[src/hdl/ycr_pkg.sv]
package ycr_pkg;

	// sample and fixed point widths
	localparam int unsigned SAMPLE_W      = 16;
	localparam int unsigned FRACTION_BITS = 16;
	localparam int unsigned COEF_W        = 16;
	localparam int unsigned COEF_SHIFT    = 14;
	localparam int unsigned OUT_W         = 8;
	localparam int unsigned DEPTH_W       = 5;
	localparam int unsigned CFG_IDX_W     = 4;
	localparam int unsigned CFG_DATA_W    = 16;

	// pipeline split
	localparam int unsigned LANE_STAGES = 6;
	localparam int unsigned MTX_STAGES  = 2;
	localparam int unsigned PIPE_STAGES = LANE_STAGES + MTX_STAGES + 1;

	// divider widths: studio numerator, normalize numerator, reciprocals
	localparam int unsigned STU_W = 2 * SAMPLE_W;
	localparam int unsigned NRM_W = SAMPLE_W + FRACTION_BITS;
	localparam int unsigned KS_W  = STU_W + 1;
	localparam int unsigned KN_W  = NRM_W + 1;
	localparam int unsigned QS_W  = SAMPLE_W + 1;
	localparam int unsigned N_W   = FRACTION_BITS + 1;

	// matrix widths
	localparam int unsigned C_W  = N_W + 1;
	localparam int unsigned P_W  = COEF_W + 1 + C_W;
	localparam int unsigned CH_W = P_W + 2;

	typedef logic [PIPE_STAGES-1:0] stage_en_t;

	typedef struct packed {
		logic [SAMPLE_W-1:0] luma;
		logic [SAMPLE_W-1:0] chroma_blue;
		logic [SAMPLE_W-1:0] chroma_red;
	} pix_in_t;

	typedef struct packed {
		logic [OUT_W-1:0] red;
		logic [OUT_W-1:0] green;
		logic [OUT_W-1:0] blue;
	} pix_out_t;

	typedef struct packed {
		logic [DEPTH_W-1:0] sample_depth;
		logic               studio_range;
		logic               identity_mode;
		logic               monochrome;
		logic [COEF_W-1:0]  red_from_cr;
		logic [COEF_W-1:0]  blue_from_cb;
		logic [COEF_W-1:0]  green_from_cr;
		logic [COEF_W-1:0]  green_from_cb;
	} cfg_t;

	typedef enum logic [CFG_IDX_W-1:0] {
		REG_SAMPLE_DEPTH  = 4'd0,
		REG_STUDIO_RANGE  = 4'd1,
		REG_IDENTITY_MODE = 4'd2,
		REG_MONOCHROME    = 4'd3,
		REG_RED_FROM_CR   = 4'd4,
		REG_BLUE_FROM_CB  = 4'd5,
		REG_GREEN_FROM_CR = 4'd6,
		REG_GREEN_FROM_CB = 4'd7
	} cfg_reg_t;

	localparam cfg_t CFG_RESET = '{
		sample_depth:  5'd8,
		studio_range:  1'b0,
		identity_mode: 1'b0,
		monochrome:    1'b0,
		red_from_cr:   16'd25802,
		blue_from_cb:  16'd30402,
		green_from_cr: 16'd7669,
		green_from_cb: 16'd3068
	};

	typedef enum logic [1:0] {
		DEPTH_8,
		DEPTH_10,
		DEPTH_12,
		DEPTH_16
	} depth_sel_t;

	localparam int unsigned DEPTH_BITS [4] = '{8, 10, 12, 16};

	localparam logic [SAMPLE_W-1:0] SAMPLE_MAX [4] = '{
		SAMPLE_W'(255), SAMPLE_W'(1023), SAMPLE_W'(4095), SAMPLE_W'(65535)
	};

	// studio limits, indexed by {depth, chroma}
	localparam int unsigned STU_LO [8] = '{16, 16, 64, 64, 256, 256, 1024, 1024};
	localparam int unsigned STU_DEN [8] = '{219, 224, 876, 896, 3504, 3584, 59136, 60416};

	// exact reciprocals: floor(n / d) = (n * K) >> (width + depth bits)
	localparam logic [KS_W-1:0] STU_RECIP [8] = '{
		KS_W'(((64'd1 << (STU_W + DEPTH_BITS[0])) + 64'(STU_DEN[0]) - 64'd1) / 64'(STU_DEN[0])),
		KS_W'(((64'd1 << (STU_W + DEPTH_BITS[0])) + 64'(STU_DEN[1]) - 64'd1) / 64'(STU_DEN[1])),
		KS_W'(((64'd1 << (STU_W + DEPTH_BITS[1])) + 64'(STU_DEN[2]) - 64'd1) / 64'(STU_DEN[2])),
		KS_W'(((64'd1 << (STU_W + DEPTH_BITS[1])) + 64'(STU_DEN[3]) - 64'd1) / 64'(STU_DEN[3])),
		KS_W'(((64'd1 << (STU_W + DEPTH_BITS[2])) + 64'(STU_DEN[4]) - 64'd1) / 64'(STU_DEN[4])),
		KS_W'(((64'd1 << (STU_W + DEPTH_BITS[2])) + 64'(STU_DEN[5]) - 64'd1) / 64'(STU_DEN[5])),
		KS_W'(((64'd1 << (STU_W + DEPTH_BITS[3])) + 64'(STU_DEN[6]) - 64'd1) / 64'(STU_DEN[6])),
		KS_W'(((64'd1 << (STU_W + DEPTH_BITS[3])) + 64'(STU_DEN[7]) - 64'd1) / 64'(STU_DEN[7]))
	};

	localparam logic [KN_W-1:0] NRM_RECIP [4] = '{
		KN_W'(((64'd1 << (NRM_W + DEPTH_BITS[0])) + 64'(SAMPLE_MAX[0]) - 64'd1)
			/ 64'(SAMPLE_MAX[0])),
		KN_W'(((64'd1 << (NRM_W + DEPTH_BITS[1])) + 64'(SAMPLE_MAX[1]) - 64'd1)
			/ 64'(SAMPLE_MAX[1])),
		KN_W'(((64'd1 << (NRM_W + DEPTH_BITS[2])) + 64'(SAMPLE_MAX[2]) - 64'd1)
			/ 64'(SAMPLE_MAX[2])),
		KN_W'(((64'd1 << (NRM_W + DEPTH_BITS[3])) + 64'(SAMPLE_MAX[3]) - 64'd1)
			/ 64'(SAMPLE_MAX[3]))
	};

	function automatic depth_sel_t depth_sel(logic [DEPTH_W-1:0] depth);
		depth_sel_t sel;
		case (depth)
			5'd10:   sel = DEPTH_10;
			5'd12:   sel = DEPTH_12;
			5'd16:   sel = DEPTH_16;
			default: sel = DEPTH_8;
		endcase
		return sel;
	endfunction

endpackage

[src/hdl/ycr_ctrl.sv]
module ycr_ctrl (
	input  logic                 clk,
	input  logic                 arst_n,
	input  logic                 pix_valid,
	output logic                 pix_ready,
	output logic                 rgb_valid,
	input  logic                 rgb_ready,
	output ycr_pkg::stage_en_t   en
);

	ycr_pkg::stage_en_t valid_q;
	ycr_pkg::stage_en_t en_c;
	ycr_pkg::stage_en_t feed;

	// a stage loads when empty or when the stage after it moves on
	always_comb begin
		en_c[ycr_pkg::PIPE_STAGES-1] = !valid_q[ycr_pkg::PIPE_STAGES-1] || rgb_ready;
		for (int k = ycr_pkg::PIPE_STAGES - 2; k >= 0; k--) begin
			en_c[k] = !valid_q[k] || en_c[k+1];
		end
	end

	assign feed = {valid_q[ycr_pkg::PIPE_STAGES-2:0], pix_valid};

	always_ff @(posedge clk or negedge arst_n) begin
		if (!arst_n) begin
			valid_q <= '0;
		end else begin
			valid_q <= (en_c & feed) | (~en_c & valid_q);
		end
	end

	assign en        = en_c;
	assign pix_ready = en_c[0];
	assign rgb_valid = valid_q[ycr_pkg::PIPE_STAGES-1];

endmodule

[config.mk]
export PLATFORM = sky130hd
export DESIGN_NAME = ycr_ctrl
export DESIGN_NICKNAME = d
export VERILOG_FILES = /design/src/hdl/ycr_pkg.sv /design/src/hdl/ycr_ctrl.sv
export SDC_FILE = /design/constraint.sdc
export NUM_CORES = 1
export LEC_CHECK = 0
export BUFFER_PORTS_ARGS = -buffer_cell sky130_fd_sc_hd__buf_2
export CORE_AREA = 2 2 39 41
export CTS_CLUSTER_SIZE = 8
export DETAILED_ROUTE_END_ITERATION = 6
export DIE_AREA = 0 0 41 43
export SKIP_CTS_REPAIR_TIMING = 1
export SLEW_MARGIN = 20
export SYNTH_ARGS = -nofsm -noshare
export SYNTH_HDL_FRONTEND = slang
export SYNTH_SLANG_ARGS = --single-unit
[constraint.sdc]
create_clock -name clk -period 1.7 [get_ports clk]
set_input_delay 0.17 -clock clk [delete_from_list [all_inputs] [get_ports clk]]
set_output_delay 0.17 -clock clk [all_outputs]
set_load 0.05 [all_outputs]
After elaboration in Yosys (flattened, before gate mapping)
Index checks and enable logic that the tools add are counted.

Bits in registers: 9. Bits of input ports: 4. Output and inout port bits: 11. Logic and storage cells: 23.

Bitwise operators: 4. Reductions and logical operators: 18.

Operators by type and width (number): $and A9 B9 Y9 (2); $logic_not A1 Y1 (9); $logic_or A1 B1 Y1 (9); $not A9 Y9 (1); $or A9 B9 Y9 (1).

Longest topological paths before layout
Depth in word-level cells: 13. Depth in mapped cells: 4. Depth with buffers taken out: 3.

Worst setup path after synthesis
Ideal clock, no wire load.

Path kind: register to output. Start point: reg (tool-made name). End point: out en[0]. Arrival: 2.037 ns. Data required time: 1.530 ns. Path slack: -0.507 ns. Stages on the path, launching flop included: 5. Path buffers: 2. Path through: dfrtp_1 and4b_1 buf_6 nand4_1 buf_4.

RTL lines: to (decl) (RTL line ycr_ctrl.sv:8) `output ycr_pkg::stage_en_t en`.

==> impl_results.md <==
* Outcome: finished, final reports clean
* Fraction of post-synthesis cell area in the top cell type by area at 0.5788
* Via count of the first global-routing pass at between 200 and 300
* Core footprint at about 1400 um2
* Die H at 43 um
* Crit path arrival time at between 1000 and 1500 ps
* Cell chosen for the clock root: clkbuf_4
* Number of different library cells in the post-synthesis netlist at 15
* Post-route cell area at 491.7 um2
* Total wire length after detailed routing at ~680 um
* Count of buffering cells on the critical path with inverters included at 1
* Clock Sinks at 9
* Starting density of the core at 0.2812
* Power, Total at between 700 and 800 uW
* Count of final max-slew check failures at 0
* Crit path time final at about 1600 ps
* Peak clock frequency supported by timing at about 640 MHz
* Yosys warning total at 0
* # fillers at 141
* Mean Syn Cell Area at around 12 um2
* Area used by multi-input combinational logic at about 140 um2
* Sum of overflow across all layers after global routing at 0
* Clock network fraction of total power at 0.221
* Ratio of cells with drive above 1 in the final layout at 0.4167
* Combined flip-flop and latch cell area at 226.5 um2
* Area of the die at about 1800 um2
* Total power divided by cell area at around 1400 nW/um2
* Filler-free cell count of the finished design at 64
* Cell taking the most area after synthesis: dfrtp_1
* Required time of the critical path at 1530 ps
* Number of routed nets with antenna violations at 0
* Max clock buf depth at 2
* Reported net switching power at 295.1 uW
* Transition time of the tightest slew-check pin at approximately 250 ps
* Post-route fraction of the period consumed by the critical path at 0.9223
* Clk slew on worst S/H paths at 60 ps
* Final number of setup-violating endpoints at 0
* Relative max-transition margin at 0.8348
* Drt pass-1 iters at 1
* Final design utilization at 0.3553
* Slowest cell on the critical path: dfrtp_1
* Width of the chip at 41 um
* Number of enable-type register cells in the synthesized netlist at 0
* CTS tree: built
* #FFs+latches synth at 9
* Element type at the critical path start: flip-flop
* Min-delay worst type: in2reg
* Largest delay contributor family on the critical path: flip-flops
* GR Util All Layers at 0.09704
* Maximum number of pins on one net before global-route repair at 14
* Total count of hold-check failures in the final report at 0
* Total via count in the routed design at 301
* Worst-case register-to-register setup slack at around 600 ps
* Layout Area Growth over Synthesis at 26.37%
* Leakage power figure at ~0.22 nW
* Synthesized netlist net count at 36
* Mapped cell area at ~390 um2
* Crit-path max cell delay at between 400 and 500 ps
* Number of levels in the clock H-tree at 1
* Number of top-level design ports at 15
* Antenna Diode Count at 0
* Detailed Route Iter0 Violations at 0
* Placed cell areas at 454.2 um2
* Last weighted congestion value of the routability-driven placer at 0.6924
* Net total in the final layout at 53
* Largest vdd supply drop at between 0.6 and 0.7 mV
* Logic pwr share at 0.366
* Share of synthesized registers carrying an async set or reset at 1.000
* Switching power share of the total at 0.4181
* Wire length of the first global-routing pass at ~1100 um
* IO Port Bufs at 14
* Drc violations at 0
* Average vias per placed instance at ~4.7
* Flop pwr share at 0.413
* Most frequent cell after synthesis: dfrtp_1
* Number of placed cells counting well taps at approximately 60
* Ranking of synthesized cells by area: dfrtp_1 (58%), nand2b_1 (6.4%), a41o_1 (5.1%)
* Wirelength per Cell at around 11 um
* Unrepaired setup endpoints after global routing: false
* TritonCTS Buffers at 3
* Most instantiated flip-flop cell in the synthesis netlist: dfrtp_1
* Cell internal power dissipation at between 400 and 500 uW
* Crit Path Max Fanout at 8
* WS Path Type: reg2out
* Number of instances in the synthesized netlist at 32
* Total Neg Setup Slack at 0 ps
* Number of rows created at floorplan at 14
* Sequential fraction of the synthesis area at 0.5788
* Number of antenna violations at the first check in global routing at 0
* Clock latency on the worst-skew pair at between 200 and 300 ps
* Number of max-cap violations at 0
* Critical Path End Type: primary output
* Layout Skew at around 2.6 ps
* Chain of cells forming the critical path: and4_1 -> nand4_1 -> buf_2
* Commonest cells post-synth: dfrtp_1 (9), nand2b_1 (4)
* Final HPWL from detailed placement at between 500 and 600 um
==> worst paths after layout <==
kind,from,depth (start not counted),end
max reg2reg,flip-flop,2,flip-flop
min in group asynchronous,arst_n,2,async pin
max in group asynchronous,arst_n,2,async pin
max,flip-flop,3,pix_ready
min,pix_valid,2,flip-flop
min reg2reg,flip-flop,1,flip-flop
==> power by group through the flow <==
stage / clock network, mW / registers, mW / logic (mW)
2_1_floorplan: 0 / 0.293 / 0.220
3_3_place_gp: 0 / 0.291 / 0.259
3_5_place_dp: 0 / 0.294 / 0.258
4_1_cts: 0.166 / 0.291 / 0.259
5_1_grt: 0.181 / 0.298 / 0.275
6_report: 0.156 / 0.291 / 0.258
==> per-layer routing <==
layer | vias to the layer above | GRT usage | share of wire
met3 | 0 | 0.06283 | 0.087
li1 | 152 | - | -
met4 | 0 | 0.06000 | 0
met1 | 137 | 0.1224 | 0.46
met5 | - | 0 | 0
met2 | 12 | 0.1188 | 0.45
==> cell usage in the layout, fill, tap and decap left out, drive strengths merged <==
cell type,Yosys,final
nand3,2,2
inv,1,1
nand2,2,2
dlygate4sd3,0,1
nand2b,4,4
a41o,2,2
and4,1,1
clkbuf,0,4
dfrtp,9,9
a31o,2,2
buf,3,14
a21o,2,2
nand4,2,2
nand3b,1,1
and4b,1,1
==> through the flow <==
stage	hold slack [ps]	worst slack (ps)
floorplan	-125.6	-309.1
global placement	27.95	314.9
detailed placement	30.24	302.9
CTS	-248.0	20.35
global route	92.14	11.54
finish	104.1	132.1
==> layout make-up <==
class                           instances  area share
Clock buffer                            4     0.05344
Inverter                                1    0.007634
Sequential cell                         9      0.4606
Timing Repair Buffer                   15      0.1628
Tap cell                               16     0.04071
Multi-Input combinational cell         19      0.2748
==> kinds of logic after synthesis <==
logic type | count (synthesis) | synth area share
AOI/OAI and AO/OA | 6 | 0.1350
buffers and inverters | 4 | 0.07715
DFF | 9 | 0.5788
and+or+nand+nor | 13 | 0.2090
No activity file was read; power rests on OpenSTA's default activity.
