<file path="src/hdl/ycr_pkg.sv">
package ycr_pkg;

	// sample and fixed point widths
	localparam int unsigned SAMPLE_W      = 16;
	localparam int unsigned FRACTION_BITS = 16;
	localparam int unsigned COEF_W        = 16;
	localparam int unsigned COEF_SHIFT    = 14;
	localparam int unsigned OUT_W         = 8;
	localparam int unsigned DEPTH_W       = 5;
	localparam int unsigned CFG_IDX_W     = 4;
	localparam int unsigned CFG_DATA_W    = 16;

	// pipeline split
	localparam int unsigned LANE_STAGES = 6;
	localparam int unsigned MTX_STAGES  = 2;
	localparam int unsigned PIPE_STAGES = LANE_STAGES + MTX_STAGES + 1;

	// divider widths: studio numerator, normalize numerator, reciprocals
	localparam int unsigned STU_W = 2 * SAMPLE_W;
	localparam int unsigned NRM_W = SAMPLE_W + FRACTION_BITS;
	localparam int unsigned KS_W  = STU_W + 1;
	localparam int unsigned KN_W  = NRM_W + 1;
	localparam int unsigned QS_W  = SAMPLE_W + 1;
	localparam int unsigned N_W   = FRACTION_BITS + 1;

	// matrix widths
	localparam int unsigned C_W  = N_W + 1;
	localparam int unsigned P_W  = COEF_W + 1 + C_W;
	localparam int unsigned CH_W = P_W + 2;

	typedef logic [PIPE_STAGES-1:0] stage_en_t;

	typedef struct packed {
		logic [SAMPLE_W-1:0] luma;
		logic [SAMPLE_W-1:0] chroma_blue;
		logic [SAMPLE_W-1:0] chroma_red;
	} pix_in_t;

	typedef struct packed {
		logic [OUT_W-1:0] red;
		logic [OUT_W-1:0] green;
		logic [OUT_W-1:0] blue;
	} pix_out_t;

	typedef struct packed {
		logic [DEPTH_W-1:0] sample_depth;
		logic               studio_range;
		logic               identity_mode;
		logic               monochrome;
		logic [COEF_W-1:0]  red_from_cr;
		logic [COEF_W-1:0]  blue_from_cb;
		logic [COEF_W-1:0]  green_from_cr;
		logic [COEF_W-1:0]  green_from_cb;
	} cfg_t;

	typedef enum logic [CFG_IDX_W-1:0] {
		REG_SAMPLE_DEPTH  = 4'd0,
		REG_STUDIO_RANGE  = 4'd1,
		REG_IDENTITY_MODE = 4'd2,
		REG_MONOCHROME    = 4'd3,
		REG_RED_FROM_CR   = 4'd4,
		REG_BLUE_FROM_CB  = 4'd5,
		REG_GREEN_FROM_CR = 4'd6,
		REG_GREEN_FROM_CB = 4'd7
	} cfg_reg_t;

	localparam cfg_t CFG_RESET = '{
		sample_depth:  5'd8,
		studio_range:  1'b0,
		identity_mode: 1'b0,
		monochrome:    1'b0,
		red_from_cr:   16'd25802,
		blue_from_cb:  16'd30402,
		green_from_cr: 16'd7669,
		green_from_cb: 16'd3068
	};

	typedef enum logic [1:0] {
		DEPTH_8,
		DEPTH_10,
		DEPTH_12,
		DEPTH_16
	} depth_sel_t;

	localparam int unsigned DEPTH_BITS [4] = '{8, 10, 12, 16};

	localparam logic [SAMPLE_W-1:0] SAMPLE_MAX [4] = '{
		SAMPLE_W'(255), SAMPLE_W'(1023), SAMPLE_W'(4095), SAMPLE_W'(65535)
	};

	// studio limits, indexed by {depth, chroma}
	localparam int unsigned STU_LO [8] = '{16, 16, 64, 64, 256, 256, 1024, 1024};
	localparam int unsigned STU_DEN [8] = '{219, 224, 876, 896, 3504, 3584, 59136, 60416};

	// exact reciprocals: floor(n / d) = (n * K) >> (width + depth bits)
	localparam logic [KS_W-1:0] STU_RECIP [8] = '{
		KS_W'(((64'd1 << (STU_W + DEPTH_BITS[0])) + 64'(STU_DEN[0]) - 64'd1) / 64'(STU_DEN[0])),
		KS_W'(((64'd1 << (STU_W + DEPTH_BITS[0])) + 64'(STU_DEN[1]) - 64'd1) / 64'(STU_DEN[1])),
		KS_W'(((64'd1 << (STU_W + DEPTH_BITS[1])) + 64'(STU_DEN[2]) - 64'd1) / 64'(STU_DEN[2])),
		KS_W'(((64'd1 << (STU_W + DEPTH_BITS[1])) + 64'(STU_DEN[3]) - 64'd1) / 64'(STU_DEN[3])),
		KS_W'(((64'd1 << (STU_W + DEPTH_BITS[2])) + 64'(STU_DEN[4]) - 64'd1) / 64'(STU_DEN[4])),
		KS_W'(((64'd1 << (STU_W + DEPTH_BITS[2])) + 64'(STU_DEN[5]) - 64'd1) / 64'(STU_DEN[5])),
		KS_W'(((64'd1 << (STU_W + DEPTH_BITS[3])) + 64'(STU_DEN[6]) - 64'd1) / 64'(STU_DEN[6])),
		KS_W'(((64'd1 << (STU_W + DEPTH_BITS[3])) + 64'(STU_DEN[7]) - 64'd1) / 64'(STU_DEN[7]))
	};

	localparam logic [KN_W-1:0] NRM_RECIP [4] = '{
		KN_W'(((64'd1 << (NRM_W + DEPTH_BITS[0])) + 64'(SAMPLE_MAX[0]) - 64'd1)
			/ 64'(SAMPLE_MAX[0])),
		KN_W'(((64'd1 << (NRM_W + DEPTH_BITS[1])) + 64'(SAMPLE_MAX[1]) - 64'd1)
			/ 64'(SAMPLE_MAX[1])),
		KN_W'(((64'd1 << (NRM_W + DEPTH_BITS[2])) + 64'(SAMPLE_MAX[2]) - 64'd1)
			/ 64'(SAMPLE_MAX[2])),
		KN_W'(((64'd1 << (NRM_W + DEPTH_BITS[3])) + 64'(SAMPLE_MAX[3]) - 64'd1)
			/ 64'(SAMPLE_MAX[3]))
	};

	function automatic depth_sel_t depth_sel(logic [DEPTH_W-1:0] depth);
		depth_sel_t sel;
		case (depth)
			5'd10:   sel = DEPTH_10;
			5'd12:   sel = DEPTH_12;
			5'd16:   sel = DEPTH_16;
			default: sel = DEPTH_8;
		endcase
		return sel;
	endfunction

endpackage

</file>
<file path="src/hdl/ycr_matrix.sv">
module ycr_matrix (
	input  logic                                  clk,
	input  logic [ycr_pkg::MTX_STAGES-1:0]        en,
	input  ycr_pkg::cfg_t                         cfg,
	input  logic [ycr_pkg::N_W-1:0]               luma_n,
	input  logic [ycr_pkg::N_W-1:0]               blue_n,
	input  logic [ycr_pkg::N_W-1:0]               red_n,
	output logic signed [ycr_pkg::CH_W-1:0]       red_x,
	output logic signed [ycr_pkg::CH_W-1:0]       green_x,
	output logic signed [ycr_pkg::CH_W-1:0]       blue_x
);

	localparam logic signed [ycr_pkg::C_W-1:0] HALF =
		ycr_pkg::C_W'(1 << (ycr_pkg::FRACTION_BITS - 1));
	localparam logic signed [ycr_pkg::P_W:0] RND =
		(ycr_pkg::P_W + 1)'(1 << (ycr_pkg::COEF_SHIFT - 1));

	logic signed [ycr_pkg::C_W-1:0]   cb_c, cr_c;
	logic signed [ycr_pkg::P_W-1:0]   pr, pb, pgr, pgb;
	logic signed [ycr_pkg::P_W-1:0]   pr_s7, pb_s7, pgr_s7, pgb_s7;
	logic [ycr_pkg::N_W-1:0]          y_s7, b_s7, r_s7;
	logic signed [ycr_pkg::P_W:0]     pr_ext, pb_ext, pg_sum;
	logic signed [ycr_pkg::P_W:0]     rr, rb, rg;
	logic signed [ycr_pkg::CH_W-1:0]  y_ext, b_ext, r_ext;
	logic signed [ycr_pkg::CH_W-1:0]  red_c, green_c, blue_c;
	logic signed [ycr_pkg::CH_W-1:0]  red_s8, green_s8, blue_s8;

	// centre chroma
	assign cb_c = $signed({1'b0, blue_n}) - HALF;
	assign cr_c = $signed({1'b0, red_n}) - HALF;

	assign pr  = $signed({1'b0, cfg.red_from_cr}) * cr_c;
	assign pb  = $signed({1'b0, cfg.blue_from_cb}) * cb_c;
	assign pgr = $signed({1'b0, cfg.green_from_cr}) * cr_c;
	assign pgb = $signed({1'b0, cfg.green_from_cb}) * cb_c;

	always_ff @(posedge clk) begin
		if (en[0]) begin
			pr_s7  <= pr;
			pb_s7  <= pb;
			pgr_s7 <= pgr;
			pgb_s7 <= pgb;
			y_s7   <= luma_n;
			b_s7   <= blue_n;
			r_s7   <= red_n;
		end
	end

	// round half up on the products of the Q2.14 coefficients
	assign pr_ext = pr_s7;
	assign pb_ext = pb_s7;
	assign pg_sum = pgr_s7 + pgb_s7;

	assign rr = (pr_ext + RND) >>> ycr_pkg::COEF_SHIFT;
	assign rb = (pb_ext + RND) >>> ycr_pkg::COEF_SHIFT;
	assign rg = (pg_sum + RND) >>> ycr_pkg::COEF_SHIFT;

	assign y_ext = $signed({1'b0, y_s7});
	assign b_ext = $signed({1'b0, b_s7});
	assign r_ext = $signed({1'b0, r_s7});

	always_comb begin
		priority if (cfg.monochrome) begin
			red_c   = y_ext;
			green_c = y_ext;
			blue_c  = y_ext;
		end else if (cfg.identity_mode) begin
			red_c   = r_ext;
			green_c = y_ext;
			blue_c  = b_ext;
		end else begin
			red_c   = y_ext + rr;
			green_c = y_ext - rg;
			blue_c  = y_ext + rb;
		end
	end

	always_ff @(posedge clk) begin
		if (en[1]) begin
			red_s8   <= red_c;
			green_s8 <= green_c;
			blue_s8  <= blue_c;
		end
	end

	assign red_x   = red_s8;
	assign green_x = green_s8;
	assign blue_x  = blue_s8;

endmodule

</file>
<file path="config.mk">
export PLATFORM = sky130hd
export DESIGN_NAME = ycr_matrix
export DESIGN_NICKNAME = d
export VERILOG_FILES = /design/src/hdl/ycr_pkg.sv /design/src/hdl/ycr_matrix.sv
export SDC_FILE = /design/constraint.sdc
export NUM_CORES = 2
export LEC_CHECK = 0
export ABC_AREA = 1
export BUFFER_PORTS_ARGS = -buffer_cell sky130_fd_sc_hd__buf_4
export CAP_MARGIN = 20
export CORE_MARGIN = 2
export CORE_UTILIZATION = 55
export CTS_CLUSTER_SIZE = 12
export DETAILED_ROUTE_END_ITERATION = 6
export GPL_TIMING_DRIVEN = 0
export PLACE_DENSITY = 0.69
export SETUP_SLACK_MARGIN = 0.4
export SLEW_MARGIN = 30
export SYNTH_ARGS = -nofsm -noshare
export SYNTH_HDL_FRONTEND = slang
export SYNTH_SLANG_ARGS = --single-unit
export TNS_END_PERCENT = 20
</file>
<file path="constraint.sdc">
create_clock -name clk -period 8.8 [get_ports clk]
set_input_delay 0.44 -clock clk [delete_from_list [all_inputs] [get_ports clk]]
set_output_delay 0.44 -clock clk [all_outputs]
set_load 0.1 [all_outputs]
</file>
Word level (Yosys, flattened, before mapping)
Cells that the tools add are included.
W data, S select, Z words.
- add/subtract/negate cells: 9
- multipliers: 4
- divide/modulo/power cells: 0
- order comparisons: 0
- eq/ne operators: 0
- shift-type cells: 0
- muxes and demuxes: 6
- bitwise gates (word level): 0
- reductions and logical operators: 1
- operators with widths (cell ; count):
    $mul A17 B18 Y35 ; 4
    $mux W17 ; 6
    $add A35 B15 Y36 const B ; 2
    $add A18 B22 Y23 ; 2
    $add A35 B35 Y36 ; 1
    $add A36 B15 Y36 const B ; 1
    $sub A17 B16 Y18 const B ; 2
    $sub A18 B22 Y23 ; 1
    $reduce_or A2 Y1 ; 1
- bits in registers: 260
- latch bits: 0
- bits in writable memories: 0
- bits in read-only memories: 0
- input port bits: 126
- memories kept: 0

Depth between registers and ports, before layout
- word-level depth: 5
- depth in mapped cells: 30

Worst setup path before layout
No wires, ideal clock.
- path type: input-to-reg
- start point: input port red_n[15] (netlist bit)
- end point: register pr_s7[33] (netlist bit), data pin
- setup time: 0.262 ns
- arrival: 6.285 ns
- data required time: 8.538 ns
- path slack: 2.252 ns
- stages on the path: 23
- path buffers: 2
- path through: inv_1 -> clkbuf_1 -> ha_1 -> clkbuf_1 -> nand2_1 -> inv_1 -> fa_1 -> inv_1 -> fa_1 -> inv_1 -> fa_1 -> fa_1 -> fa_1 -> inv_1 -> fa_1 -> inv_1 -> ha_1 -> nand2_1 -> o21ai_0 -> or3b_2 -> o211ai_1 -> a21oi_1 -> xor2_1
- word-level cells in the longest chain between the ends: 2
- RTL lines (what ; line ; text):
    start, declared ; ycr_matrix.sv:7 ; input logic [ycr_pkg::N_W-1:0] red_n,
    $sub A17 B16 Y18 ; ycr_matrix.sv:30 ; assign cr_c = $signed({1'b0, red_n}) - HALF;
    $mul A17 B18 Y35 ; ycr_matrix.sv:32 ; assign pr = $signed({1'b0, cfg.red_from_cr}) * cr_c;
    via pr (one bit) ; ycr_matrix.sv:19 ; logic signed [ycr_pkg::P_W-1:0] pr, pb, pgr, pgb;
    end signal, assigned ; ycr_matrix.sv:39 ; pr_s7 <= pr;
    end, declared ; ycr_matrix.sv:20 ; logic signed [ycr_pkg::P_W-1:0] pr_s7, pb_s7, pgr_s7, pgb_s7;
The timed path passes the listed nets, and every way through them passes these cells.
A chain may end at the register's enable or synchronous reset.

Worst setup path in the final report
- start point: input port red_n[15] (netlist bit)
- end point: register pgr_s7[30] (netlist bit), data pin
- word-level cells in the longest chain between the ends: 2
- RTL lines (what ; line ; text):
    $sub A17 B16 Y18 ; ycr_matrix.sv:30 ;
    $mul A17 B18 Y35 ; ycr_matrix.sv:34 ; assign pgr = $signed({1'b0, cfg.green_from_cr}) * cr_c;
    via pgr (one bit) ; ycr_matrix.sv:19 ;
    end signal, assigned ; ycr_matrix.sv:41 ; pgr_s7 <= pgr;
    end, declared ; ycr_matrix.sv:20 ;
The timed path passes the listed nets, and every way through them passes these cells.

==> reports/results.txt <==
Area of the die -> 111000 um^2
# DRC -> 0
Post-CTS Hold Fix Bufs -> 0
Worst-skew pair later-pin latency -> 0.58 ns
Worst-Margin Slew -> 1.06 ns
Kind of critical path -> primary input to flop
CTS root buf -> clkbuf_16
Cell Rows -> 120
Largest family of logic cells by synthesized area -> adder cells
Synth Instances -> 7362
Count of cell types in the netlist -> 61
CORE AREA -> 107000 um^2
Buffers added on ports -> 164
Vias in the first global route -> 49.9k
Die X -> 334 um
Max-Cap Viols -> 0
Worst setup EP type -> flop
Adder-cell area share of the yosys netlist -> 49.2%
Nets@finish -> 9328
Synthesized flop and latch total -> 234
Top_reg_cell synth -> edfxtp_1
Max_slew headroom -> 29.1%
Hold Crit Start -> luma_n[15]
Post-DRT Antenna Nets -> 0
Post-synthesis compound-gate area fraction -> 5.04%
Simple-gate share of the synthesized area -> 15.2%
Max Slew Vio Count -> 0
CP arrival -> 8.47 ns
Final WL -> 186000 um
Initial core utilization -> 55.6%
Gp weighted congestion -> 1.00
Final cell count without fillers -> 8990
Core Util, Final -> 59.3%
Grt total ovfl -> 0
Async set-reset flop share out of synthesis -> 0%
CTS Buf Count -> 27
Startpoint Class -> primary input
XOR/XNOR Fraction of Synth Area -> 2.95%
TritonRoute pass-1 iters -> 7
Post-CTS Setup Bufs -> 0
Placed cells -> 8931
Top-Level Pins -> 237
Post-synthesis sequential area ratio -> 11.8%
Post-CTS resize count -> 0
Initial DRC count -> 4574
Gr usage total -> 34.2%
WL/cell -> 20.6 um
Worst-path clk slew -> 0.06 ns
Area Growth Syn to Fin -> 6.55%
Setup TNS -> 0 ns
Reg-to-Reg Start -> pgb_s7[4]$_DFFE_PP_
Fin crit period -> 8.16 ns
Number of synthesized flops with an enable pin -> 234
RSZ-0062 raised after global routing -> false
Final period util -> 92.7%
CTS Sinks -> 234
Initial antenna violation count -> 20
Hold EP -> y_s7[15]$_DFFE_PP_
Mean post-synth cell area -> 8.11 um^2
Drt via density -> 5.38
Hold depth -> 1
DR vias -> 48.4k
Die H -> 334 um
Synth warn -> 0
Reg2reg setup slack -> 3.99 ns
Fmax -> 123 MHz
Mapped Area -> 59700 um^2
Worst reg2reg endpoint -> green_x[18]$_SDFFCE_PP0P_
Post-synthesis mux area share -> 0.0168%
H-tree depth -> 1
First-pass GRT wire length -> 288000 um
Dpl hpwl -> 159000 um
Syn_nets -> 9133
CTS tree -> built
Share of cells above drive strength 1 -> 3.92%
Status -> completed
CP Max Fanout -> 10
CP required -> 9.11 ns
Largest net degree at the start of global routing -> 75
Final setup vio count -> 0
Worst min path class -> primary input to flop
Hold Slack -> 0.0323 ns
Worst reg2reg path depth -> 22
Skew final -> 0.0196 ns
Clk buf depth -> 3
Final hold vios -> 0
==> per-stage QoR <==
step	cell area [um^2]	worst slack, ns
floorplan	59700	2.25
global placement	62700	0.386
detailed placement	62800	0.366
CTS	63600	0.951
global route	63600	0.467
finish	63600	0.643
==> synthesized netlist by cell type (16+ instances only) <==
library cell	instances	share of area, %
xor2_1	126	1.8
buf_1	25	0.16
a21boi_0	16	0.20
nand2_1	1709	11
a21o_1	22	0.28
xnor2_1	75	1.1
clkbuf_1	226	1.4
nand4_1	43	0.45
fa_1	1171	39
buf_4	42	0.53
a21oi_1	240	2.0
edfxtp_1	234	12
ha_1	474	9.9
nand3_1	127	1.1
inv_1	2176	14
nor2_1	302	1.9
o21ai_0	149	1.2
nor3_1	29	0.24
==> state kept, by name (all words and copies together), names as in the netlist <==
register	count
pgb_s7	35
pgr_s7	35
red_x	23
green_x	23
pb_s7	22
r_s7	17
b_s7	17
y_s7	17
blue_x	23
pr_s7	22
==> metal layers <==
metal  vias up  GRT usage (%)  share of wire (%)
li1      21778              -                  -
met1     23901           48.1                 41
met2      2300           51.7                 43
met3       406           8.65                 12
met4        14           11.0                3.8
met5         -          0.955               0.13
==> area by class of cell <==
cell class | count | area (um^2)
diodes | 12 | 30.0
plain buffers | 295 | 1290
clock buffers | 34 | 702
clock inverters | 13 | 116
fillers | 9829 | 43700
inverters | 2180 | 8190
multi-input cells | 4653 | 43200
flip-flops and latches | 234 | 7030
well taps | 1403 | 1760
repair buffers | 166 | 1290
==> cells by family after synthesis <==
logic type | Yosys count
multiplexers | 1
flip-flops | 234
buffers and inverters | 2475
AO/OA/AOI/OAI | 535
AND/OR/NAND/NOR | 2271
adder cells (fa/ha/maj) | 1645
XOR/XNOR | 201
==> worst max-delay path by stage <==
| stage | from | endpoint | slack (ns) |
|---|---|---|---|
| after detailed placement | red_n[15] | pgr_s7[34]$_DFFE_PP_ | 0.37 |
| after floorplan | red_n[15] | pr_s7[33]$_DFFE_PP_ | 2.25 |
| after global placement | blue_n[15] | pgb_s7[31]$_DFFE_PP_ | 0.39 |
| after CTS | blue_n[15] | pgb_s7[31]$_DFFE_PP_ | 0.95 |
| final | red_n[15] | pgr_s7[30]$_DFFE_PP_ | 0.64 |
| after global routing | red_n[15] | pgr_s7[34]$_DFFE_PP_ | 0.47 |
==> layout by cell type, fill, tap and decap left out, types with 16 or more instances in the layout <==
cell | synthesis | final
nand2_1 | 1709 | 1709
o21ai_0 | 149 | 149
clkbuf_16 | 0 | 27
ha_1 | 474 | 474
buf_4 | 42 | 205
nand4_1 | 43 | 43
xor2_1 | 126 | 126
nand3_1 | 127 | 127
nor2_1 | 302 | 302
a21o_1 | 22 | 22
buf_1 | 25 | 25
clkbuf_1 | 226 | 222
fa_1 | 1171 | 1171
a21oi_1 | 240 | 240
edfxtp_1 | 234 | 234
a21boi_0 | 16 | 16
nor3_1 | 29 | 29
xnor2_1 | 75 | 75
inv_1 | 2176 | 2176
==> worst max-delay path: stages <==
cell	delay, ns
buf_4	0.16
inv_1	0.10
clkbuf_1	0.79
ha_1	0.37
clkbuf_1	0.38
inv_1	0.44
clkbuf_1	0.75
nand2_1	0.22
fa_1	0.57
fa_1	0.52
fa_1	0.52
inv_1	0.06
fa_1	0.46
fa_1	0.52
inv_1	0.05
fa_1	0.49
inv_1	0.05
ha_1	0.38
nand2_1	0.07
nand2_1	0.08
a21oi_1	0.08
o21ai_0	0.42
a21oi_1	0.07
nand2_1	0.18
a21oi_1	0.11
xnor2_1	0.15
Power is left out: the tool's default activity adds up to more than one toggle a clock period on the data nets, which glitch-free logic cannot reach.
