### src/hdl/ycr_pkg.sv
package ycr_pkg;

	// sample and fixed point widths
	localparam int unsigned SAMPLE_W      = 16;
	localparam int unsigned FRACTION_BITS = 16;
	localparam int unsigned COEF_W        = 16;
	localparam int unsigned COEF_SHIFT    = 14;
	localparam int unsigned OUT_W         = 8;
	localparam int unsigned DEPTH_W       = 5;
	localparam int unsigned CFG_IDX_W     = 4;
	localparam int unsigned CFG_DATA_W    = 16;

	// pipeline split
	localparam int unsigned LANE_STAGES = 6;
	localparam int unsigned MTX_STAGES  = 2;
	localparam int unsigned PIPE_STAGES = LANE_STAGES + MTX_STAGES + 1;

	// divider widths: studio numerator, normalize numerator, reciprocals
	localparam int unsigned STU_W = 2 * SAMPLE_W;
	localparam int unsigned NRM_W = SAMPLE_W + FRACTION_BITS;
	localparam int unsigned KS_W  = STU_W + 1;
	localparam int unsigned KN_W  = NRM_W + 1;
	localparam int unsigned QS_W  = SAMPLE_W + 1;
	localparam int unsigned N_W   = FRACTION_BITS + 1;

	// matrix widths
	localparam int unsigned C_W  = N_W + 1;
	localparam int unsigned P_W  = COEF_W + 1 + C_W;
	localparam int unsigned CH_W = P_W + 2;

	typedef logic [PIPE_STAGES-1:0] stage_en_t;

	typedef struct packed {
		logic [SAMPLE_W-1:0] luma;
		logic [SAMPLE_W-1:0] chroma_blue;
		logic [SAMPLE_W-1:0] chroma_red;
	} pix_in_t;

	typedef struct packed {
		logic [OUT_W-1:0] red;
		logic [OUT_W-1:0] green;
		logic [OUT_W-1:0] blue;
	} pix_out_t;

	typedef struct packed {
		logic [DEPTH_W-1:0] sample_depth;
		logic               studio_range;
		logic               identity_mode;
		logic               monochrome;
		logic [COEF_W-1:0]  red_from_cr;
		logic [COEF_W-1:0]  blue_from_cb;
		logic [COEF_W-1:0]  green_from_cr;
		logic [COEF_W-1:0]  green_from_cb;
	} cfg_t;

	typedef enum logic [CFG_IDX_W-1:0] {
		REG_SAMPLE_DEPTH  = 4'd0,
		REG_STUDIO_RANGE  = 4'd1,
		REG_IDENTITY_MODE = 4'd2,
		REG_MONOCHROME    = 4'd3,
		REG_RED_FROM_CR   = 4'd4,
		REG_BLUE_FROM_CB  = 4'd5,
		REG_GREEN_FROM_CR = 4'd6,
		REG_GREEN_FROM_CB = 4'd7
	} cfg_reg_t;

	localparam cfg_t CFG_RESET = '{
		sample_depth:  5'd8,
		studio_range:  1'b0,
		identity_mode: 1'b0,
		monochrome:    1'b0,
		red_from_cr:   16'd25802,
		blue_from_cb:  16'd30402,
		green_from_cr: 16'd7669,
		green_from_cb: 16'd3068
	};

	typedef enum logic [1:0] {
		DEPTH_8,
		DEPTH_10,
		DEPTH_12,
		DEPTH_16
	} depth_sel_t;

	localparam int unsigned DEPTH_BITS [4] = '{8, 10, 12, 16};

	localparam logic [SAMPLE_W-1:0] SAMPLE_MAX [4] = '{
		SAMPLE_W'(255), SAMPLE_W'(1023), SAMPLE_W'(4095), SAMPLE_W'(65535)
	};

	// studio limits, indexed by {depth, chroma}
	localparam int unsigned STU_LO [8] = '{16, 16, 64, 64, 256, 256, 1024, 1024};
	localparam int unsigned STU_DEN [8] = '{219, 224, 876, 896, 3504, 3584, 59136, 60416};

	// exact reciprocals: floor(n / d) = (n * K) >> (width + depth bits)
	localparam logic [KS_W-1:0] STU_RECIP [8] = '{
		KS_W'(((64'd1 << (STU_W + DEPTH_BITS[0])) + 64'(STU_DEN[0]) - 64'd1) / 64'(STU_DEN[0])),
		KS_W'(((64'd1 << (STU_W + DEPTH_BITS[0])) + 64'(STU_DEN[1]) - 64'd1) / 64'(STU_DEN[1])),
		KS_W'(((64'd1 << (STU_W + DEPTH_BITS[1])) + 64'(STU_DEN[2]) - 64'd1) / 64'(STU_DEN[2])),
		KS_W'(((64'd1 << (STU_W + DEPTH_BITS[1])) + 64'(STU_DEN[3]) - 64'd1) / 64'(STU_DEN[3])),
		KS_W'(((64'd1 << (STU_W + DEPTH_BITS[2])) + 64'(STU_DEN[4]) - 64'd1) / 64'(STU_DEN[4])),
		KS_W'(((64'd1 << (STU_W + DEPTH_BITS[2])) + 64'(STU_DEN[5]) - 64'd1) / 64'(STU_DEN[5])),
		KS_W'(((64'd1 << (STU_W + DEPTH_BITS[3])) + 64'(STU_DEN[6]) - 64'd1) / 64'(STU_DEN[6])),
		KS_W'(((64'd1 << (STU_W + DEPTH_BITS[3])) + 64'(STU_DEN[7]) - 64'd1) / 64'(STU_DEN[7]))
	};

	localparam logic [KN_W-1:0] NRM_RECIP [4] = '{
		KN_W'(((64'd1 << (NRM_W + DEPTH_BITS[0])) + 64'(SAMPLE_MAX[0]) - 64'd1)
			/ 64'(SAMPLE_MAX[0])),
		KN_W'(((64'd1 << (NRM_W + DEPTH_BITS[1])) + 64'(SAMPLE_MAX[1]) - 64'd1)
			/ 64'(SAMPLE_MAX[1])),
		KN_W'(((64'd1 << (NRM_W + DEPTH_BITS[2])) + 64'(SAMPLE_MAX[2]) - 64'd1)
			/ 64'(SAMPLE_MAX[2])),
		KN_W'(((64'd1 << (NRM_W + DEPTH_BITS[3])) + 64'(SAMPLE_MAX[3]) - 64'd1)
			/ 64'(SAMPLE_MAX[3]))
	};

	function automatic depth_sel_t depth_sel(logic [DEPTH_W-1:0] depth);
		depth_sel_t sel;
		case (depth)
			5'd10:   sel = DEPTH_10;
			5'd12:   sel = DEPTH_12;
			5'd16:   sel = DEPTH_16;
			default: sel = DEPTH_8;
		endcase
		return sel;
	endfunction

endpackage

### src/hdl/ycr_lane.sv
module ycr_lane (
	input  logic                                clk,
	input  logic [ycr_pkg::LANE_STAGES-1:0]     en,
	input  ycr_pkg::cfg_t                       cfg,
	input  logic                                chroma_lim,
	input  logic [ycr_pkg::SAMPLE_W-1:0]        sample,
	output logic [ycr_pkg::N_W-1:0]             norm
);

	ycr_pkg::depth_sel_t                           dsel;
	logic [2:0]                                    lim_idx;
	logic [ycr_pkg::SAMPLE_W-1:0]                  smax;
	logic [ycr_pkg::SAMPLE_W-1:0]                  lo;
	logic [ycr_pkg::SAMPLE_W-1:0]                  clamped;
	logic [ycr_pkg::STU_W-1:0]                     scaled;
	logic [ycr_pkg::STU_W+ycr_pkg::KS_W-1:0]       stu_prod;
	logic [ycr_pkg::QS_W-1:0]                      stu_q;
	logic [ycr_pkg::SAMPLE_W-1:0]                  full_val;
	logic [ycr_pkg::NRM_W-1:0]                     nrm_num;
	logic [ycr_pkg::NRM_W+ycr_pkg::KN_W-1:0]       nrm_prod;

	logic [ycr_pkg::SAMPLE_W-1:0]                  vc_s1, vc_s2, vc_s3;
	logic [ycr_pkg::SAMPLE_W-1:0]                  dl_s1;
	logic                                          below_s1, below_s2, below_s3;
	logic [ycr_pkg::STU_W-1:0]                     num_s2;
	logic [ycr_pkg::STU_W+ycr_pkg::KS_W-1:0]       prod_s3;
	logic [ycr_pkg::SAMPLE_W-1:0]                  vf_s4;
	logic [ycr_pkg::NRM_W+ycr_pkg::KN_W-1:0]       prod_s5;
	logic [ycr_pkg::N_W-1:0]                       norm_s6;

	assign dsel    = ycr_pkg::depth_sel(cfg.sample_depth);
	assign lim_idx = {dsel, chroma_lim};
	assign smax    = ycr_pkg::SAMPLE_MAX[dsel];
	assign lo      = ycr_pkg::SAMPLE_W'(ycr_pkg::STU_LO[lim_idx]);

	// clamp to depth, offset from black
	assign clamped = (sample > smax) ? smax : sample;

	always_ff @(posedge clk) begin
		if (en[0]) begin
			vc_s1    <= clamped;
			dl_s1    <= clamped - lo;
			below_s1 <= clamped < lo;
		end
	end

	// studio numerator: (v - lo) * full + den / 2
	assign scaled = dl_s1 * smax;

	always_ff @(posedge clk) begin
		if (en[1]) begin
			num_s2   <= scaled + ycr_pkg::STU_W'(ycr_pkg::STU_DEN[lim_idx] >> 1);
			vc_s2    <= vc_s1;
			below_s2 <= below_s1;
		end
	end

	assign stu_prod = num_s2 * ycr_pkg::STU_RECIP[lim_idx];

	always_ff @(posedge clk) begin
		if (en[2]) begin
			prod_s3  <= stu_prod;
			vc_s3    <= vc_s2;
			below_s3 <= below_s2;
		end
	end

	assign stu_q = prod_s3[ycr_pkg::STU_W + ycr_pkg::DEPTH_BITS[dsel] +: ycr_pkg::QS_W];

	always_comb begin
		priority if (!cfg.studio_range) begin
			full_val = vc_s3;
		end else if (below_s3) begin
			full_val = '0;
		end else if (stu_q > ycr_pkg::QS_W'(smax)) begin
			full_val = smax;
		end else begin
			full_val = stu_q[ycr_pkg::SAMPLE_W-1:0];
		end
	end

	always_ff @(posedge clk) begin
		if (en[3]) begin
			vf_s4 <= full_val;
		end
	end

	// normalize: (v * 2^F + max / 2) / max
	assign nrm_num  = {vf_s4, ycr_pkg::FRACTION_BITS'(0)} + ycr_pkg::NRM_W'(smax >> 1);
	assign nrm_prod = nrm_num * ycr_pkg::NRM_RECIP[dsel];

	always_ff @(posedge clk) begin
		if (en[4]) begin
			prod_s5 <= nrm_prod;
		end
	end

	always_ff @(posedge clk) begin
		if (en[5]) begin
			norm_s6 <= prod_s5[ycr_pkg::NRM_W + ycr_pkg::DEPTH_BITS[dsel] +: ycr_pkg::N_W];
		end
	end

	assign norm = norm_s6;

endmodule

### config.mk
export PLATFORM = sky130hd
export DESIGN_NAME = ycr_lane
export DESIGN_NICKNAME = d
export VERILOG_FILES = /design/src/hdl/ycr_pkg.sv /design/src/hdl/ycr_lane.sv
export SDC_FILE = /design/constraint.sdc
export NUM_CORES = 2
export LEC_CHECK = 0
export BUFFER_PORTS_ARGS = -buffer_cell sky130_fd_sc_hd__clkbuf_2
export CORE_MARGIN = 3
export CORE_UTILIZATION = 53
export DETAILED_ROUTE_END_ITERATION = 8
export PLACE_DENSITY = 0.72
export SETUP_SLACK_MARGIN = 0.02
export SYNTH_ARGS = -nofsm -noshare
export SYNTH_HDL_FRONTEND = slang
export SYNTH_SLANG_ARGS = --single-unit
### constraint.sdc
create_clock -name clk -period 15.42 [get_ports clk]
set_input_delay 3.855 -clock clk [delete_from_list [all_inputs] [get_ports clk]]
set_output_delay 3.855 -clock clk [all_outputs]
set_load 0.05 [all_outputs]
# Yosys cells after proc, flatten, opt, wreduce, memory -nomap -nowiden

Memory sizes are Yosys's and may differ from the RTL's.
Cells that the tools add are included.

Bits of input ports: 96
Register bits after elaboration: 262
Output and inout port bits: 17
Bits in writable memories: 0
Word-level logic and storage cells: 54
ROM bits: 776
Bits in latches: 0
Memories kept: 3

Reduce and logical (&&, ||, !) cells: 0
Multiply operators: 3
Divide/modulo/power cells: 0
Shifts and indexed selects: 2
Equality and inequality tests: 3
Bitwise gates (word level): 2
Add/subtract/negate cells: 4
Mux-type cells: 20
Order comparisons: 5

Memory list:

| memory           | words | width | read ports | clocked after Yosys merged registers in | wr ports | RTL line       | text |
|---|---|---|---|---|---|---|---|
| (name not given) | 8     | 33    | 1          | 0                                       | 0        | ycr_lane.sv:58 | `assign stu_prod = num_s2 * ycr_pkg::STU_RECIP[lim_idx];` |
| (name not given) | 8     | 32    | 1          | 0                                       | 0        | ycr_lane.sv:52 | `num_s2 <= scaled + ycr_pkg::STU_W'(ycr_pkg::STU_DEN[lim_idx] >> 1);` |
| (name not given) | 8     | 32    | 1          | 0                                       | 0        | ycr_lane.sv:34 | `assign lo = ycr_pkg::SAMPLE_W'(ycr_pkg::STU_LO[lim_idx]);` |

Operators by type and width:

| operator                                                               | number |
|---|---|
| 33-bit 2-to-1 mux                                                      | 4 |
| 32-bit by 33-bit multiplier with 65-bit output                         | 2 |
| 65-bit by 33-bit indexed part select with 17-bit output                | 2 |
| 16-bit 2-to-1 mux                                                      | 8 |
| 32-bit 2-to-1 mux                                                      | 4 |
| 33-bit binary-select mux with 2-bit select                             | 1 |
| 32-bit binary-select mux with 2-bit select                             | 1 |
| 32-bit by 15-bit adder with 32-bit output                              | 1 |
| 32-bit by 31-bit adder with 32-bit output                              | 1 |
| 6-bit by 32-bit adder with 32-bit output (first input constant)        | 1 |
| 16-bit binary-select mux with 2-bit select                             | 1 |
| 16-bit by 16-bit multiplier with 32-bit output                         | 1 |
| 17-bit by 16-bit > comparator with 1-bit output                        | 1 |
| 16-bit > comparator                                                    | 1 |
| 16-bit less-than comparator                                            | 1 |
| 16-bit subtractor                                                      | 1 |
| 5-bit by 4-bit equality test with 1-bit output (second input constant) | 2 |
| 2-bit case mux with 3 select lines                                     | 1 |
| 5-bit equality test (second input constant)                            | 1 |
| 4-bit greater-or-equal comparator (second input constant)              | 1 |
| 3-bit NOT with 4-bit output                                            | 1 |
| 3-bit greater-or-equal comparator (second input constant)              | 1 |
| 2-bit NOT with 3-bit output                                            | 1 |

# Longest topological paths before layout

Depth in word-level cells: 12
Mapped depth: 41
Mapped depth without buffers: 33

# Least setup slack after synthesis

No wires, ideal clock.

Kind: in2reg
Start point: in cfg[68] in the netlist's numbering
End point: reg prod_s3[63] in the netlist's numbering, data pin
Stages: 36
Library setup time: 265 ps
Path buffers: 10
Data arrival time: 15075 ps
Required time: 15155 ps
Slack: 80 ps
Cells stage by stage: buf_6 -> or4b_4 -> a21oi_2 -> clkbuf_1 -> clkbuf_1 -> buf_1 -> ha_1 -> clkbuf_1 -> clkbuf_1 -> buf_1 -> clkbuf_1 -> clkbuf_1 -> clkbuf_1 -> nand2_1 -> inv_1 -> fa_1 -> fa_1 -> inv_1 -> fa_1 -> fa_1 -> fa_1 -> inv_1 -> fa_1 -> fa_1 -> fa_1 -> ha_1 -> and3_1 -> and3b_1 -> nor3_1 -> o21bai_1 -> a2111oi_2 -> a21oi_1 -> o31a_4 -> a41oi_4 -> o21ai_0 -> xor2_1

Cells in the longest elaborated chain, start to end: 7
Elaborated cells between the ends (all ways): 9
Classes of those cells: mul (1); eq/ne (3); mux (3); bitwise (1); memory (1)

Ends and longest elaborated chain:

| element                                                                               | RTL line       | text |
|---|---|---|
| start, declared                                                                       | ycr_lane.sv:4  | `input ycr_pkg::cfg_t cfg,` |
| 5-bit equality test or 5-bit by 4-bit equality test with 1-bit output (tied branches) | ycr_pkg.sv:120 | `case (depth)` |
| 2-bit case mux with 3 select lines *                                                  | ycr_pkg.sv:120 |  |
| 3-bit NOT with 4-bit output (not written as such) *                                   | ycr_lane.sv:58 |  |
| memory 8 x 33 bit *                                                                   | --             |  |
| 33-bit 2-to-1 mux (not written as such) * (2 in series)                               | ycr_lane.sv:58 |  |
| 32-bit by 33-bit multiplier with 65-bit output *                                      | ycr_lane.sv:58 |  |
| net stu_prod, one bit                                                                 | ycr_lane.sv:16 | `logic [ycr_pkg::STU_W+ycr_pkg::KS_W-1:0] stu_prod;` |
| end signal, assigned                                                                  | ycr_lane.sv:62 | `prod_s3 <= stu_prod;` |
| end, declared                                                                         | ycr_lane.sv:26 | `logic [ycr_pkg::STU_W+ycr_pkg::KS_W-1:0] prod_s3;` |

Mark *: on every way through the listed nets, which the timed path passes. The rest lies on a longest branch. The select of a mux whose other input is x is not followed.
A chain may end at the register's enable or synchronous reset.

# Worst setup path in the final report

Same ends and word-level chain as after synthesis.

==> results.py <==
metrics = {
    "placement": {
        "place_congestion": 0.9770,
        "hpwl_um": 131000,
        "io_buffers": 46,
    },
    "clocking": {
        "cts_tree": "built",
        "ctsResizeCount": 0,
        "postCtsHoldBufs": 0,
        "cts_setup_buffers": 0,
        "h-tree-depth": 4,
        "clock_latency_ps": 480,
        "clkTransAtPathRegs_ps": 80,
        "cts_buffer_depth": 2,
        "cts_root_buf": "clkbuf_16",
        "numCtsBuffers": 17,
        "clock_sinks": 194,
    },
    "sta": {
        "fin_crit_sh_pct": 89.06,
        "hold_viol": 0,
        "max_slew.worst_pin.slew_ps": 1402,
        "fin_crit_ps": 13730,
        "rsz0062_at_grt": "no",
        "finalClockSkew_ps": 12.48,
        "setup_viol": 0,
        "timing.fmax_mhz": 72.82,
        "timing.final.max_slew_violations": 0,
        "setup-tns-final_ps": 0,
        "relSlewSlack_pct": 6.175,
    },
    "die": {
        "num_rows": 118,
        "pin_count": 113,
        "die_area_um2": 109400,
        "initial_core_util_pct": 53.69,
        "chipWidth_um": 330.7,
        "core-area_um2": 104100,
        "die_h_um": 330.7,
    },
    "layout": {
        "multiInputGateArea_um2": 43790,
        "regArea_um2": 5826,
        "drive_gt1_share_pct": 3.903,
        "fill_cells": 9203,
        "fin_nets": 7703,
        "area_growth_pct": 4.354,
    },
    "synth": {
        "synth_top_area_cell": "fa_1",
        "synthXorXnorAreaFrac_pct": 1.943,
        "synth-adder-area-share_pct": 57.20,
        "ys.flop_type": "edfxtp_1",
        "synth_top_family_by_area": "adder cells",
        "synth_cell_types": 84,
        "syn_area_um2": 55890,
        "ys_seq_area_share_pct": 10.42,
        "ys_ff_latch": 194,
        "postSynthCellCount": 5752,
        "synth_compound_area_share_pct": 7.146,
        "yosysTopAreaCellShare_pct": 38.58,
        "synthMuxAreaShare_pct": 2.026,
        "synth_edf_count": 194,
        "avgSynthCellArea_um2": 9.716,
        "ys_top_cells_by_area": "fa_1 39%, ha_1 19%, edfxtp_1 10%",
        "synth-async-reset-ratio_pct": 0,
        "synth-simple-area-share_pct": 9.869,
        "yosysWarnings": 0,
    },
    "global_route": {
        "grt_pass1_wl_um": 243400,
        "grt_pass1_vias": 43040,
        "antenna_found_initial": 14,
        "grt_usage_pct": 29.42,
        "gr-total-overflow": 0,
        "grt_max_degree": 73,
    },
    "route": {
        "drc": 0,
        "wl_met2_um": 71860,
        "vias_per_cell": 5.648,
        "vias": 40090,
        "drt_iter0_drc": 3119,
        "dr_wl_met3_um": 13100,
        "wl_met1_um": 60950,
        "wire_per_inst_um": 21.71,
        "drtPass1Iterations": 5,
        "wirelength_um": 154100,
        "ant_nets": 0,
        "top_layer_used": "met5",
    },
    "job": {
        "drv_cap": 0,
    },
    "critical_path": {
        "start_kind": "primary input",
        "cp.required_ps": 15630,
        "crit_top_cell": "fa_1",
        "worstPathArrival_ps": 13950,
        "critPathSlowestCell": "a2111oi_2",
        "crit_fanout": 39,
        "end_kind": "register",
        "max_stage_delay_ps": 630,
        "path_class": "in -> reg",
    },
    "hold_path": {
        "hold_path_class": "reg -> reg",
    },
    "run_status": {
        "status": "finished clean",
    },
}
==> layer usage <==
layer	vias up	track usage, %
met4	6	13.01
met5	-	0
met1	20220	38.72
met3	351	5.051
met2	1679	47.94
li1	17830	-
==> path summary, 6_finish.rpt <==
| kind | from | to | slack (ps) | cells past startpoint |
|---|---|---|---|---|
| max | cfg[68] | prod_s3[63] | 1690 | 28 |
| min | vc_s2[15] | vc_s3[15] | 420 | 0 |
| max reg2reg | num_s2[20] | prod_s3[63] | 5940 | 24 |
| min reg2reg | vc_s2[15] | vc_s3[15] | 420 | 0 |
==> area by class of cell <==
class                           count  share of cell area, %
Timing Repair Buffer              109                  1.206
Clock buffer                       17                 0.7294
Sequential cell                   194                  9.989
Antenna cell                        5                0.02145
Tap cell                         1380                  2.961
Multi-Input combinational cell   3871                  75.08
Clock inverter                     15                 0.3154
Inverter                         1507                  9.699
==> cell families (layout without fill, tap and decap cells) <==
group	Yosys count	count (layout)
xor gates and xnor gates	124	124
adders and majority gates	1909	1909
muxes	88	88
AOI/OAI and AO/OA	613	613
other	2	10
buffers and inverters	1690	1648
DFF	194	194
and+or+nand+nor	1132	1132
==> placed cells by master, fill, tap and decap left out, drive strengths merged, types with 27 or more instances in the layout <==
| cell | count |
|---|---|
| a21oi | 208 |
| nor2 | 205 |
| a211oi | 30 |
| clkbuf | 63 |
| edfxtp | 194 |
| mux2i | 49 |
| and2 | 209 |
| nand2 | 406 |
| fa | 1077 |
| a31oi | 27 |
| nand2b | 27 |
| xor2 | 40 |
| and3 | 67 |
| xnor2 | 84 |
| nor3 | 29 |
| o21ai | 104 |
| ha | 830 |
| a21o | 92 |
| buf | 63 |
| inv | 1509 |
| nor2b | 66 |
| nand3 | 46 |
==> metrics by stage <==
step	util, %	worst slack (ps)	hold WS [ps]	std cells	area (µm²)
after floorplan	-	80.00	400.3	5755	55900
after global placement	55.43	1480	400.2	7061	57700
after detailed placement	55.43	1424	404.5	7061	57700
after CTS	56.02	1837	418.9	7093	58310
after global routing	56.02	1358	424.9	7093	58310
final	56.03	1687	423.8	7098	58320
==> registers in the layout, indices dropped and copies added, names as in the netlist, 16 cells and up <==
signal,flops
vc_s3,16
prod_s3,33
num_s2,32
vf_s4,16
prod_s5,33
vc_s1,16
vc_s2,16
norm,17
==> critical path: cells and delay by family <==
family / cells / cell delay [ps]
AO/OA/AOI/OAI: 9 / 2990
XOR/XNOR: 1 / 160
adder cells (fa/ha/maj): 9 / 4600
buffers and inverters: 5 / 1130
AND/OR/NAND/NOR: 4 / 1180
==> Yosys cell counts (66+ instances only) <==
cell type / n
edfxtp_1: 194
and2_1: 208
clkbuf_1: 149
and3_1: 67
a21oi_1: 205
fa_1: 1077
a21o_1: 91
inv_1: 1503
nor2b_1: 66
xnor2_1: 84
nand2_1: 406
ha_1: 830
o21ai_0: 103
nor2_1: 203
Power is not shown: default switching activity piles up to over one toggle a cycle in this logic, so the estimate is an artifact.
